--- src/hdl/rumn_pkg.sv ---
`default_nettype none
package rumn_pkg;

   // Used input bits; the fields themselves are fixed at 16 bits
   localparam int ORDER_BITS = 16;
   localparam int FIELD_W    = 16;
   localparam int MASK_BITS  = (ORDER_BITS < FIELD_W) ? ORDER_BITS : FIELD_W;
   localparam logic [FIELD_W-1:0] FIELD_MASK = FIELD_W'((64'd1 << MASK_BITS) - 64'd1);

   localparam int PROD_W    = 2 * FIELD_W;
   localparam int SUM_W     = PROD_W + 1;
   localparam int KIND_W    = 2;
   localparam int SHIFT_W   = $clog2(PROD_W);
   localparam int MOD_STEPS = SUM_W;
   localparam int DIV_STEPS = PROD_W;
   localparam int CNT_W     = $clog2(MOD_STEPS + 1);

   typedef enum logic [KIND_W-1:0] {
      KIND_ROOT       = 2'd0,
      KIND_ONE        = 2'd1,
      KIND_MINUS_ONE  = 2'd2,
      KIND_ZERO_ORDER = 2'd3
   } kind_type;

   typedef struct packed {
      logic [FIELD_W-1:0] exponent_a;
      logic [FIELD_W-1:0] order_a;
      logic [FIELD_W-1:0] exponent_b;
      logic [FIELD_W-1:0] order_b;
   } req_payload_type;

   typedef struct packed {
      logic [KIND_W-1:0] result_kind;
      logic [PROD_W-1:0] reduced_exponent;
      logic [PROD_W-1:0] reduced_order;
   } rsp_payload_type;

   typedef enum logic [3:0] {
      OP_NOP,
      OP_LOAD,
      OP_MUL_NN,
      OP_MUL_NE,
      OP_MUL_EN,
      OP_SUM,
      OP_MOD_STEP,
      OP_GCD_INIT,
      OP_GCD_STEP,
      OP_DIV_INIT,
      OP_DIV_STEP,
      OP_EMIT
   } dp_op_type;

   typedef struct packed {
      logic zero_err;
      logic ex_zero;
      logic gcd_done;
   } dp_status_type;

   typedef enum logic [3:0] {
      S_IDLE,
      S_MUL0,
      S_MUL1,
      S_MUL2,
      S_SUM,
      S_MOD,
      S_CHECK,
      S_GCD,
      S_DIV,
      S_DONE
   } state_type;

endpackage
`default_nettype wire

--- src/hdl/rumn_ifs.sv ---
`default_nettype none
interface rumn_req_if import rumn_pkg::*; ();
   logic            valid;
   logic            ready;
   req_payload_type payload;

   modport source (output valid, output payload, input ready);
   modport sink   (input valid, input payload, output ready);
endinterface

interface rumn_rsp_if import rumn_pkg::*; ();
   logic            valid;
   logic            ready;
   rsp_payload_type payload;

   modport source (output valid, output payload, input ready);
   modport sink   (input valid, input payload, output ready);
endinterface
`default_nettype wire

--- src/hdl/rumn_dp.sv ---
`default_nettype none
module rumn_dp import rumn_pkg::*; (
   input  wire logic            clock,
   input  wire dp_op_type       op,
   input  wire req_payload_type req_payload,
   output dp_status_type        status,
   output rsp_payload_type      rsp_payload
);

   logic [FIELD_W-1:0] ea_ff, ea_in, na_ff, na_in, eb_ff, eb_in, nb_ff, nb_in;
   logic               zero_err_ff, zero_err_in;
   logic [PROD_W-1:0]  mul_ff, mul_in;
   logic [PROD_W-1:0]  ord_ff, ord_in;
   logic [SUM_W-1:0]   sum_ff, sum_in;
   logic [PROD_W-1:0]  rem_ff, rem_in;
   logic [PROD_W-1:0]  ga_ff, ga_in, gb_ff, gb_in;
   logic [SHIFT_W-1:0] k_ff, k_in;
   logic [PROD_W-1:0]  g_ff, g_in;
   logic [PROD_W-1:0]  dvd_e_ff, dvd_e_in, dvd_o_ff, dvd_o_in;
   logic [PROD_W-1:0]  rme_ff, rme_in, rmo_ff, rmo_in;
   rsp_payload_type    rsp_ff, rsp_in;

   logic [FIELD_W-1:0] mul_a, mul_b;
   logic [PROD_W-1:0]  mul_prod;
   logic [SUM_W-1:0]   mod_trial, div_e_trial, div_o_trial;
   logic               mod_fits, div_e_fits, div_o_fits;
   logic               ga_ge;

   // One shared multiplier, operands picked by the op
   assign mul_a    = (op == OP_MUL_EN) ? ea_ff : na_ff;
   assign mul_b    = (op == OP_MUL_NE) ? eb_ff : nb_ff;
   assign mul_prod = PROD_W'(mul_a) * PROD_W'(mul_b);

   assign mod_trial   = {rem_ff, sum_ff[SUM_W-1]};
   assign mod_fits    = mod_trial >= {1'b0, ord_ff};
   assign div_e_trial = {rme_ff, dvd_e_ff[PROD_W-1]};
   assign div_e_fits  = div_e_trial >= {1'b0, g_ff};
   assign div_o_trial = {rmo_ff, dvd_o_ff[PROD_W-1]};
   assign div_o_fits  = div_o_trial >= {1'b0, g_ff};
   assign ga_ge       = ga_ff >= gb_ff;

   assign status.zero_err = zero_err_ff;
   assign status.ex_zero  = (rem_ff == '0);
   assign status.gcd_done = (ga_ff == '0) || (gb_ff == '0);
   assign rsp_payload     = rsp_ff;

   always_comb begin
      ea_in = ea_ff; na_in = na_ff; eb_in = eb_ff; nb_in = nb_ff;
      zero_err_in = zero_err_ff;
      mul_in = mul_ff; ord_in = ord_ff; sum_in = sum_ff; rem_in = rem_ff;
      ga_in = ga_ff; gb_in = gb_ff; k_in = k_ff; g_in = g_ff;
      dvd_e_in = dvd_e_ff; dvd_o_in = dvd_o_ff; rme_in = rme_ff; rmo_in = rmo_ff;
      rsp_in = rsp_ff;
      unique case (op)
         OP_NOP: begin
         end
         OP_LOAD: begin
            ea_in       = req_payload.exponent_a & FIELD_MASK;
            na_in       = req_payload.order_a & FIELD_MASK;
            eb_in       = req_payload.exponent_b & FIELD_MASK;
            nb_in       = req_payload.order_b & FIELD_MASK;
            zero_err_in = ((req_payload.order_a & FIELD_MASK) == '0) ||
                          ((req_payload.order_b & FIELD_MASK) == '0);
         end
         OP_MUL_NN: begin
            mul_in = mul_prod;
         end
         OP_MUL_NE: begin
            mul_in = mul_prod;
            ord_in = mul_ff;
         end
         OP_MUL_EN: begin
            mul_in = mul_prod;
            sum_in = {1'b0, mul_ff};
         end
         OP_SUM: begin
            sum_in = sum_ff + {1'b0, mul_ff};
            rem_in = '0;
         end
         OP_MOD_STEP: begin
            rem_in = mod_fits ? PROD_W'(mod_trial - {1'b0, ord_ff})
                              : mod_trial[PROD_W-1:0];
            sum_in = {sum_ff[SUM_W-2:0], 1'b0};
         end
         OP_GCD_INIT: begin
            ga_in = rem_ff;
            gb_in = ord_ff;
            k_in  = '0;
         end
         OP_GCD_STEP: begin
            priority if (!ga_ff[0] && !gb_ff[0]) begin
               ga_in = ga_ff >> 1;
               gb_in = gb_ff >> 1;
               k_in  = k_ff + SHIFT_W'(1);
            end else if (!ga_ff[0]) begin
               ga_in = ga_ff >> 1;
            end else if (!gb_ff[0]) begin
               gb_in = gb_ff >> 1;
            end else if (ga_ge) begin
               ga_in = (ga_ff - gb_ff) >> 1;
            end else begin
               gb_in = (gb_ff - ga_ff) >> 1;
            end
         end
         OP_DIV_INIT: begin
            g_in     = (ga_ff | gb_ff) << k_ff;
            dvd_e_in = rem_ff;
            dvd_o_in = ord_ff;
            rme_in   = '0;
            rmo_in   = '0;
         end
         OP_DIV_STEP: begin
            rme_in   = div_e_fits ? PROD_W'(div_e_trial - {1'b0, g_ff})
                                  : div_e_trial[PROD_W-1:0];
            rmo_in   = div_o_fits ? PROD_W'(div_o_trial - {1'b0, g_ff})
                                  : div_o_trial[PROD_W-1:0];
            dvd_e_in = {dvd_e_ff[PROD_W-2:0], div_e_fits};
            dvd_o_in = {dvd_o_ff[PROD_W-2:0], div_o_fits};
         end
         OP_EMIT: begin
            priority if (zero_err_ff) begin
               rsp_in.result_kind      = KIND_ZERO_ORDER;
               rsp_in.reduced_exponent = '0;
               rsp_in.reduced_order    = '0;
            end else if (rem_ff == '0) begin
               rsp_in.result_kind      = KIND_ONE;
               rsp_in.reduced_exponent = '0;
               rsp_in.reduced_order    = PROD_W'(1);
            end else begin
               rsp_in.result_kind      = ((dvd_e_ff == PROD_W'(1)) &&
                                          (dvd_o_ff == PROD_W'(2))) ? KIND_MINUS_ONE
                                                                    : KIND_ROOT;
               rsp_in.reduced_exponent = dvd_e_ff;
               rsp_in.reduced_order    = dvd_o_ff;
            end
         end
         default: begin
         end
      endcase
   end

   always_ff @(posedge clock) begin
      ea_ff <= ea_in; na_ff <= na_in; eb_ff <= eb_in; nb_ff <= nb_in;
      zero_err_ff <= zero_err_in;
      mul_ff <= mul_in; ord_ff <= ord_in; sum_ff <= sum_in; rem_ff <= rem_in;
      ga_ff <= ga_in; gb_ff <= gb_in; k_ff <= k_in; g_ff <= g_in;
      dvd_e_ff <= dvd_e_in; dvd_o_ff <= dvd_o_in; rme_ff <= rme_in; rmo_ff <= rmo_in;
      rsp_ff <= rsp_in;
   end

endmodule
`default_nettype wire

--- src/hdl/rumn_ctrl.sv ---
`default_nettype none
module rumn_ctrl import rumn_pkg::*; (
   input  wire logic          clock,
   input  wire logic          reset,
   input  wire logic          req_valid,
   output logic               req_ready,
   output logic               rsp_valid,
   input  wire logic          rsp_ready,
   input  wire dp_status_type status,
   output dp_op_type          op
);

   state_type          state_ff, state_in;
   logic [CNT_W-1:0]   cnt_ff, cnt_in;
   logic               rsp_valid_ff, rsp_valid_in;
   logic               out_free;
   logic               mod_last, div_last;

   assign out_free  = !rsp_valid_ff || rsp_ready;
   assign mod_last  = (cnt_ff == CNT_W'(MOD_STEPS - 1));
   assign div_last  = (cnt_ff == CNT_W'(DIV_STEPS - 1));
   assign rsp_valid = rsp_valid_ff;

   always_comb begin
      state_in = state_ff;
      unique case (state_ff)
         S_IDLE:  if (req_valid) state_in = S_MUL0;
         S_MUL0:  state_in = status.zero_err ? S_DONE : S_MUL1;
         S_MUL1:  state_in = S_MUL2;
         S_MUL2:  state_in = S_SUM;
         S_SUM:   state_in = S_MOD;
         S_MOD:   if (mod_last) state_in = S_CHECK;
         S_CHECK: state_in = status.ex_zero ? S_DONE : S_GCD;
         S_GCD:   if (status.gcd_done) state_in = S_DIV;
         S_DIV:   if (div_last) state_in = S_DONE;
         S_DONE:  if (out_free) state_in = S_IDLE;
         default: state_in = S_IDLE;
      endcase
   end

   always_comb begin
      req_ready    = 1'b0;
      op           = OP_NOP;
      cnt_in       = '0;
      rsp_valid_in = rsp_valid_ff && !rsp_ready;
      unique case (state_ff)
         S_IDLE: begin
            req_ready = 1'b1;
            if (req_valid) op = OP_LOAD;
         end
         S_MUL0:  op = OP_MUL_NN;
         S_MUL1:  op = OP_MUL_NE;
         S_MUL2:  op = OP_MUL_EN;
         S_SUM:   op = OP_SUM;
         S_MOD: begin
            op = OP_MOD_STEP;
            if (!mod_last) cnt_in = cnt_ff + CNT_W'(1);
         end
         S_CHECK: op = status.ex_zero ? OP_NOP : OP_GCD_INIT;
         S_GCD:   op = status.gcd_done ? OP_DIV_INIT : OP_GCD_STEP;
         S_DIV: begin
            op = OP_DIV_STEP;
            if (!div_last) cnt_in = cnt_ff + CNT_W'(1);
         end
         S_DONE: begin
            if (out_free) begin
               op           = OP_EMIT;
               rsp_valid_in = 1'b1;
            end
         end
         default: begin
         end
      endcase
   end

   always_ff @(posedge clock) begin
      if (reset) begin
         state_ff     <= S_IDLE;
         cnt_ff       <= '0;
         rsp_valid_ff <= 1'b0;
      end else begin
         state_ff     <= state_in;
         cnt_ff       <= cnt_in;
         rsp_valid_ff <= rsp_valid_in;
      end
   end

endmodule
`default_nettype wire

--- src/hdl/root_of_unity_multiply_normalize.sv ---
`default_nettype none
// Multiplies two roots of unity e/n and brings the product to normal form.
// req_chan carries exponent_a, order_a, exponent_b, order_b; a transfer
// happens on a clock edge with valid and ready both high. rsp_chan returns
// one result per request: result_kind (root, one, minus one, zero-order
// error), reduced_exponent and reduced_order.
// Work per request, from the request transfer to rsp valid:
//   zero order:          caught after loading, goes straight to done
//   product equals one:  3 multiplies, a sum and a 33-step modulo
//   general case:        as above, then the binary gcd loop takes
//                        one step per cycle (up to 64 steps) and the two
//                        exact divisions by the gcd run together in 32 steps.
// The shared 16x16 multiplier, the gcd loop and the one-bit-per-cycle
// modulo and divide steps set the pace; one request is in flight at a time,
// and the next request can be taken in the cycle after the result is loaded.
// Reset is synchronous: it drops the state machine to idle and clears rsp
// valid. The result sits in an output register; while the receiver stalls
// it holds, and the block may already take and work on the next request,
// waiting only at the end until the output register frees up.
module root_of_unity_multiply_normalize import rumn_pkg::*; (
   input  wire logic   clock,
   input  wire logic   reset,
   rumn_req_if.sink    req_chan,
   rumn_rsp_if.source  rsp_chan
);

   dp_op_type     op;
   dp_status_type status;

   // Sequencer: steps the datapath through multiply, modulo, gcd, divide
   rumn_ctrl u_ctrl (
      .clock     (clock),
      .reset     (reset),
      .req_valid (req_chan.valid),
      .req_ready (req_chan.ready),
      .rsp_valid (rsp_chan.valid),
      .rsp_ready (rsp_chan.ready),
      .status    (status),
      .op        (op)
   );

   // Datapath: operand capture, shared multiplier, bit-serial units, result register
   rumn_dp u_dp (
      .clock       (clock),
      .op          (op),
      .req_payload (req_chan.payload),
      .status      (status),
      .rsp_payload (rsp_chan.payload)
   );

endmodule
`default_nettype wire
--- src/flat_wrapper.sv ---
// flat-port wrapper written by rule: the top's interface ports become plain ports
module root_of_unity_multiply_normalize_flat import rumn_pkg::*;
  (clock, reset, req_chan_valid, req_chan_payload, req_chan_ready, rsp_chan_valid, rsp_chan_payload, rsp_chan_ready);
  rumn_req_if req_chan_i ();
  rumn_rsp_if rsp_chan_i ();
  input  wire logic clock;
  input  wire logic reset;
  input wire logic [$bits(req_chan_i.valid)-1:0] req_chan_valid;
  input wire logic [$bits(req_chan_i.payload)-1:0] req_chan_payload;
  output wire logic [$bits(req_chan_i.ready)-1:0] req_chan_ready;
  output wire logic [$bits(rsp_chan_i.valid)-1:0] rsp_chan_valid;
  output wire logic [$bits(rsp_chan_i.payload)-1:0] rsp_chan_payload;
  input wire logic [$bits(rsp_chan_i.ready)-1:0] rsp_chan_ready;
  assign req_chan_i.valid = req_chan_valid;
  assign req_chan_i.payload = req_chan_payload;
  assign req_chan_ready = req_chan_i.ready;
  assign rsp_chan_valid = rsp_chan_i.valid;
  assign rsp_chan_payload = rsp_chan_i.payload;
  assign rsp_chan_i.ready = rsp_chan_ready;
  root_of_unity_multiply_normalize u_core (.clock(clock), .reset(reset), .req_chan(req_chan_i), .rsp_chan(rsp_chan_i));
endmodule
--- config.mk ---
export PLATFORM = sky130hd
export DESIGN_NAME = root_of_unity_multiply_normalize_flat
export DESIGN_NICKNAME = d
export VERILOG_FILES = /design/src/hdl/rumn_pkg.sv /design/src/hdl/rumn_ifs.sv /design/src/hdl/rumn_dp.sv /design/src/hdl/rumn_ctrl.sv /design/src/hdl/root_of_unity_multiply_normalize.sv /design/src/flat_wrapper.sv
export SDC_FILE = /design/constraint.sdc
export NUM_CORES = 2
export LEC_CHECK = 0
export BUFFER_PORTS_ARGS = -buffer_cell sky130_fd_sc_hd__buf_2
export CAP_MARGIN = 20
export CORE_MARGIN = 3
export CORE_UTILIZATION = 58
export DETAILED_ROUTE_END_ITERATION = 8
export GPL_TIMING_DRIVEN = 0
export MAX_ROUTING_LAYER = met4
export PLACE_DENSITY = 0.83
export SLEW_MARGIN = 30
export SYNTH_ARGS = -nofsm -noshare
export SYNTH_HDL_FRONTEND = slang
export SYNTH_HIERARCHICAL = 1
export SYNTH_SLANG_ARGS = --single-unit
--- constraint.sdc ---
create_clock -name clock -period 8.75 [get_ports clock]
set_input_delay 0.4375 -clock clock [delete_from_list [all_inputs] [get_ports clock]]
set_output_delay 0.4375 -clock clock [all_outputs]
set_load 0.005 [all_outputs]
Word level (Yosys, flattened, before mapping) --
Cells that the tools add are included.
Word-level totals: input bits 68, bits in read-only memories 0, RAM bits 0, output and inout bits 68, flip-flop bits (word level) 500, memories kept 0, latch bits 0, logic and storage cells 147
Operators by class: add/subtract/negate cells 8, multipliers 1, magnitude comparators 4, divide/modulo/power cells 0, reductions and logical operators 27, muxes and demuxes 44, shift-type cells 1, equal/unequal tests 34, bitwise gates (word level) 1
Operator list (count):
- case mux 32 bit (2 select lines) | 7
- two-way mux 32 bit | 11
- subtractor 32 bit | 5
- >= comparator 33 x 32 -> 1 bit | 3
- case mux 33 bit (3 select lines) | 1
- logical NOT 32 bit | 3
- case mux 4 bit (10 select lines) | 2
- two-way mux 66 bit | 1
- adder 33 x 32 -> 33 bit | 1
- equality test 32 x 1 -> 1 bit, second input constant | 1
- equality test 32 x 2 -> 1 bit, second input constant | 1
- equality test 4 x 3 -> 1 bit, second input constant | 8
- >= comparator 32 bit | 1
- logical NOT 16 bit | 2
- multiplier 16 x 16 -> 32 bit | 1
- two-way mux 16 bit | 2
- two-way mux 4 bit | 8
- bitwise OR 32 bit | 1
- << shifter 32 x 5 -> 32 bit | 1
- equality test 4 bit, second input constant | 6
- equality test 4 x 2 -> 1 bit, second input constant | 4
- two-way mux 6 bit | 2
- != test 2 bit, second input constant | 6
- != test 4 bit, second input constant | 3
- 23 further kinds | 39

Depth between registers and ports, before layout --
depth after elaboration 7, gate-level depth with buffers 35, gate-level depth less buffers 33

By module --
The synthesis kept the hierarchy.
Modules (own cells, without submodules):
- rumn_dp | times used 1, area an instance 40654.0 sq um, sequential area each 14684.1 sq um, cells an instance 4156
- rumn_ctrl | times used 1, area an instance 735.7 sq um, sequential area each 220.2 sq um, cells an instance 91

Least setup slack after synthesis --
Ideal clock, no wire load.
path kind reg-to-reg, start point register u_core.u_dp.gb_ff[29], end point register u_core.u_dp.mul_ff[28] (data pin), library setup time 264 ps, setup slack -483 ps, arrival 8969 ps, path buffers 2, data required time 8486 ps, period minus slack after synthesis 9233 ps, stages on the path, launching flop included 34, cell sequence edfxtp_1 -> nor4_1 -> nand4_1 -> o22ai_1 -> nand3_1 -> o21ai_0 -> a21oi_1 -> o21ai_0 -> nand2_1 -> nor3_1 -> buf_2 -> buf_1 -> mux2i_1 -> nor2_1 -> fa_1 -> inv_1 -> fa_1 -> inv_1 -> fa_1 -> fa_1 -> fa_1 -> inv_1 -> fa_1 -> inv_1 -> ha_1 -> o21ai_0 -> a21boi_0 -> o21ai_0 -> a21oi_1 -> o311ai_1 -> nand2b_1 -> a21o_1 -> a221oi_1 -> xnor2_1
RTL lines:
- from (decl) | line rumn_dp.sv:16 | logic [PROD_W-1:0] ga_ff, ga_in, gb_ff, gb_in;
- from (signal assigned) | line rumn_dp.sv:146 | ga_ff <= ga_in; gb_ff <= gb_in; k_ff <= k_in; g_ff <= g_in;
- to (signal assigned) | line rumn_dp.sv:145 | mul_ff <= mul_in; ord_ff <= ord_in; sum_ff <= sum_in; rem_ff <= rem_in;
- to (decl) | line rumn_dp.sv:12 | logic [PROD_W-1:0] mul_ff, mul_in;

==> metrics list <==
- Global routing met3 resource utilization: 0.0544
* Number of cells produced by synthesis: 4247
* Number of iterations in the first detailed-routing pass: 6
* Post-Syn Area per Cell: around 9.7 um2
- On the worst path, the slowest cell contributes a delay of 0.57 ns.
- Setup tns final: 0 ns
- Wire length of the first global-routing pass: 197 mm
* Fill cells: 5222
- Setup repair after global routing could not meet its margin everywhere.
- In the final layout, the share of cells above drive strength 1 is 0.137.
- Maximum number of pins on one net before global-route repair: 42
- In this run, CTS created clock tree buffers numbering 55.
* Setup skew after layout: 0.0401 ns
- The synthesized design spends more area on one cell type than any other, namely sky130_fd_sc_hd__edfxtp_1.
- Initial antenna violation count: 0
- MaxCap Viol Count: 0
- Number of top-level design ports: 136
- Once layout is done, the placed cells without fillers occupy 48200 um2.
- On the final layout, the worst hold slack is 0.0365 ns.
- In this run the tool buffered the top-level ports with 135 buffer cells.
- Slew at the pin closest to its max-slew limit: roughly 1.1 ns
* Dominant cells by area after synthesis: sky130_fd_sc_hd__edfxtp_1 35%, sky130_fd_sc_hd__ha_1 10%, sky130_fd_sc_hd__fa_1 9.7%, sky130_fd_sc_hd__nor2_1 4.2%, sky130_fd_sc_hd__inv_1 3.9%
- Buffer type at the clock tree root: sky130_fd_sc_hd__clkbuf_16
- The repair_antennas step left the layout with diodes totalling 0.
- Vertical die dimension: 273 um
* HP Start: req_chan_payload[11]
- Of all flip-flops after synthesis, the portion carrying an async set or reset was 0.
- Dividing the final minimum period by the clock period gives 0.991.
- In the post-synthesis netlist, the cell with the most instances is sky130_fd_sc_hd__edfxtp_1.
- Distinct cell type count of the synthesized netlist: 100
- Clock latency on the worst-skew pair, taken at its later pin, is 0.65 ns.
- TritonCTS Sinks: 500
- Detailed placement ended at an HPWL of 98.2 mm.
- Counting flops with a built-in enable in the synthesized netlist gives 489.
* Crit end category: register
- The share of the Yosys chip area taken by registers is 0.360.
* Fraction of met1 tracks used by global routing: 0.414
- Nets: 5232
- Path depth of the worst reg2reg path: 34
- The worst register-to-register path begins at u_core/u_dp/rem_ff[31].
* Hold Crit Depth: 1
- In this design, the critical path's most frequently occurring cell is sky130_fd_sc_hd__fa_1.
* Setup slack of the most critical reg-to-reg path: 0.08 ns
* Synthesis Warnings: 6
* Final WL: 132 mm
- Fin. Hold Viols: 0
- The critical path is of the reg -> reg type.
* Starting density of the core: 0.588
* Via density per instance: 6.25
- The core region is 70400 um2.
* Crit start category: register
- CP arrival: 9.03 ns
- Counting along the longest clock path gives a buffer depth of 3.
* DRC Markers: 0
- After synthesis the netlist holds a flip-flop and latch count of 500.
- The worst path meets setup with between 0.07 and 0.08 ns of slack.
* Netlist Area Pre-Place: approximately 41000 um2
- Sorting the synthesized cells by how often they occur yields 489 x sky130_fd_sc_hd__edfxtp_1, 466 x sky130_fd_sc_hd__nor2_1, 435 x sky130_fd_sc_hd__inv_1.
* Highest clock rate: 115 MHz
- The flow ran to the end, and the final reports show no timing, DRC or antenna violations.
* GRT met2 Usage: 0.583
* Mean routed wirelength per cell: roughly 24 um
* Iteration-0 DRC Markers: approximately 3.8k
- Compared with the post-synthesis result, the final layout area differs by 16.4%.
- In the synthesized netlist the dominant register cell turns out to be sky130_fd_sc_hd__edfxtp_1.
* DRT antenna net count: 0
- The layer flagged by global routing as most heavily used is met2.
- The total overflow left after global routing is 0.
- At the end of routability-driven placement, the weighted congestion stood at approximately 1.1.
- Via count: 35.1k
* Worst flop-to-flop path endpoint: u_core/u_dp/mul_ff[28]
- Final Max Tran Viols: 0
- In this run the number of H-tree levels came out at 2.
- After detailed placement, the total cell area comes to 43700 um2.
- In this run the worst path has a maximum fanout of 10.
- The worst hold path belongs to the class in -> reg.
- The initialized floorplan defines 97 standard-cell rows.
* Post-synth net total: about 4.8k
- Vias in the first global route: 34.5k
* Area share of the largest cell type after synthesis: 0.355
- Before CTS, the worst setup slack after placement is -2.91 ns.
- Library cell contributing the largest single delay on the critical path: sky130_fd_sc_hd__fa_2
- Post-layout minimum cycle time: just under 9 ns
* Clock transition time at the flip-flop clock pins of the worst setup and hold paths: 0.07 ns
- Setup violations remaining at the end of the flow were counted as 0.
- In this run the tightest slew margin relative to its limit is 0.265.
* Die width: 273 um
- The worst hold path terminates at u_core/u_dp/nb_ff[11].
- Total GRT Usage: 0.352
- STA puts the critical path data required time at 9.11 ns.
- Clock tree from TritonCTS: yes
* Die outline area: 74600 um2
-- repair_timing --
| item | CTS | global route |
|---|---|---|
| pin swaps | 21 | 49 |
| gates cloned | 1 | 2 |
| setup endpoints to repair | 26 | 11 |
| hold endpoints to repair | 62 | 0 |
| buffers inserted | 59 | 51 |
| resized for setup | 128 | 96 |
| hold buffers | 62 | 0 |
-- critical path, delay by kind of cell, from the launching register on --
kind / cells / cell delay [ns]
adder cells (fa/ha/maj): 7 / 3.19
AO/OA/AOI/OAI: 9 / 1.71
XOR/XNOR: 1 / 0.13
flip-flops: 1 / 0.46
multiplexers: 1 / 0.35
AND/OR/NAND/NOR: 7 / 1.39
buffers and inverters: 9 / 1.11
-- area by class of cell --
| class | instances | area (um2) | area share |
|---|---|---|---|
| Buffer | 170 | 902 | 0.0187 |
| Timing Repair Buffer | 333 | 2730 | 0.0566 |
| Sequential cell | 500 | 14900 | 0.309 |
| Inverter | 440 | 1650 | 0.0343 |
| Clock inverter | 44 | 510 | 0.0106 |
| Tap cell | 940 | 1180 | 0.0244 |
| Clock buffer | 60 | 1420 | 0.0294 |
| Multi-Input combinational cell | 3133 | 24900 | 0.517 |
-- worst max-delay path by stage --
stage,startpoint,endpoint,slack (ns)
finish,u_core/u_dp/rem_ff[31],u_core/u_dp/mul_ff[28],0.08
global placement,u_core/u_dp/gb_ff[2],u_core/u_dp/mul_ff[31],-3.37
detailed placement,u_core/u_dp/gb_ff[2],u_core/u_dp/mul_ff[31],-2.91
floorplan,u_core/u_dp/gb_ff[29],u_core/u_dp/mul_ff[28],0.06
CTS,u_core/u_dp/rem_ff[7],u_core/u_dp/mul_ff[31],0.02
global route,u_core/u_dp/rem_ff[31],u_core/u_dp/mul_ff[28],-0.13
-- logic make-up after synthesis --
kind of cell | after synthesis | share of synthesized area
compound gates | 918 | 0.145
xor+xnor | 203 | 0.0430
fa+ha+maj | 531 | 0.197
buf+inv | 614 | 0.0583
flops | 500 | 0.360
mux | 177 | 0.0519
simple gates | 1304 | 0.145
-- flip-flops by register name, summed over array words and instances, names as in the netlist, 16 cells and up --
register                 flops
u_core/u_dp/nb_ff           16
u_core/u_dp/dvd_o_ff        32
u_core/u_dp/ord_ff          32
u_core/u_dp/gb_ff           32
u_core/u_dp/eb_ff           16
u_core/u_dp/rme_ff          32
u_core/u_dp/na_ff           16
u_core/u_dp/rmo_ff          32
u_core/u_dp/ga_ff           32
u_core/u_dp/rsp_payload     66
u_core/u_dp/g_ff            32
u_core/u_dp/rem_ff          32
u_core/u_dp/ea_ff           16
u_core/u_dp/dvd_e_ff        32
u_core/u_dp/mul_ff          32
u_core/u_dp/sum_ff          33
-- placed cells by master, fill, tap and decap left out, types with 37 or more instances in the layout --
| master | instances |
|---|---|
| sky130_fd_sc_hd__a211oi_1 | 37 |
| sky130_fd_sc_hd__a21o_1 | 93 |
| sky130_fd_sc_hd__a21oi_1 | 283 |
| sky130_fd_sc_hd__a221oi_1 | 50 |
| sky130_fd_sc_hd__and2_1 | 83 |
| sky130_fd_sc_hd__buf_2 | 156 |
| sky130_fd_sc_hd__buf_4 | 116 |
| sky130_fd_sc_hd__clkbuf_1 | 109 |
| sky130_fd_sc_hd__clkbuf_16 | 58 |
| sky130_fd_sc_hd__dlygate4sd3_1 | 62 |
| sky130_fd_sc_hd__edfxtp_1 | 489 |
| sky130_fd_sc_hd__fa_1 | 195 |
| sky130_fd_sc_hd__ha_1 | 325 |
| sky130_fd_sc_hd__inv_1 | 431 |
| sky130_fd_sc_hd__mux2i_1 | 82 |
| sky130_fd_sc_hd__nand2_1 | 390 |
| sky130_fd_sc_hd__nand2b_1 | 37 |
| sky130_fd_sc_hd__nand3_1 | 73 |
| sky130_fd_sc_hd__nor2_1 | 457 |
| sky130_fd_sc_hd__nor2b_1 | 42 |
| sky130_fd_sc_hd__nor4_1 | 59 |
| sky130_fd_sc_hd__o21ai_0 | 149 |
| sky130_fd_sc_hd__o21bai_1 | 40 |
| sky130_fd_sc_hd__xnor2_1 | 149 |
| sky130_fd_sc_hd__xor2_1 | 53 |
-- through the flow --
step | utilization | cells
6_report | 0.685 | 5620
4_1_cts | 0.673 | 5567
5_1_grt | 0.685 | 5620
2_1_floorplan | - | 4247
3_3_place_gp | 0.614 | 5322
3_5_place_dp | 0.621 | 5345
-- metal layers --
layer  vias to the layer above  part of all wire  routed length [um]
met1                     17000              0.37               48800
li1                      15800                 -                   -
met5                         -                 0                   0
met4                         0             0.063                8310
met3                       441             0.085               11200
met2                      1975              0.48               63900
Power is left out: the tool's default activity adds up to more than one toggle a clock period on the data nets, which glitch-free logic cannot reach.
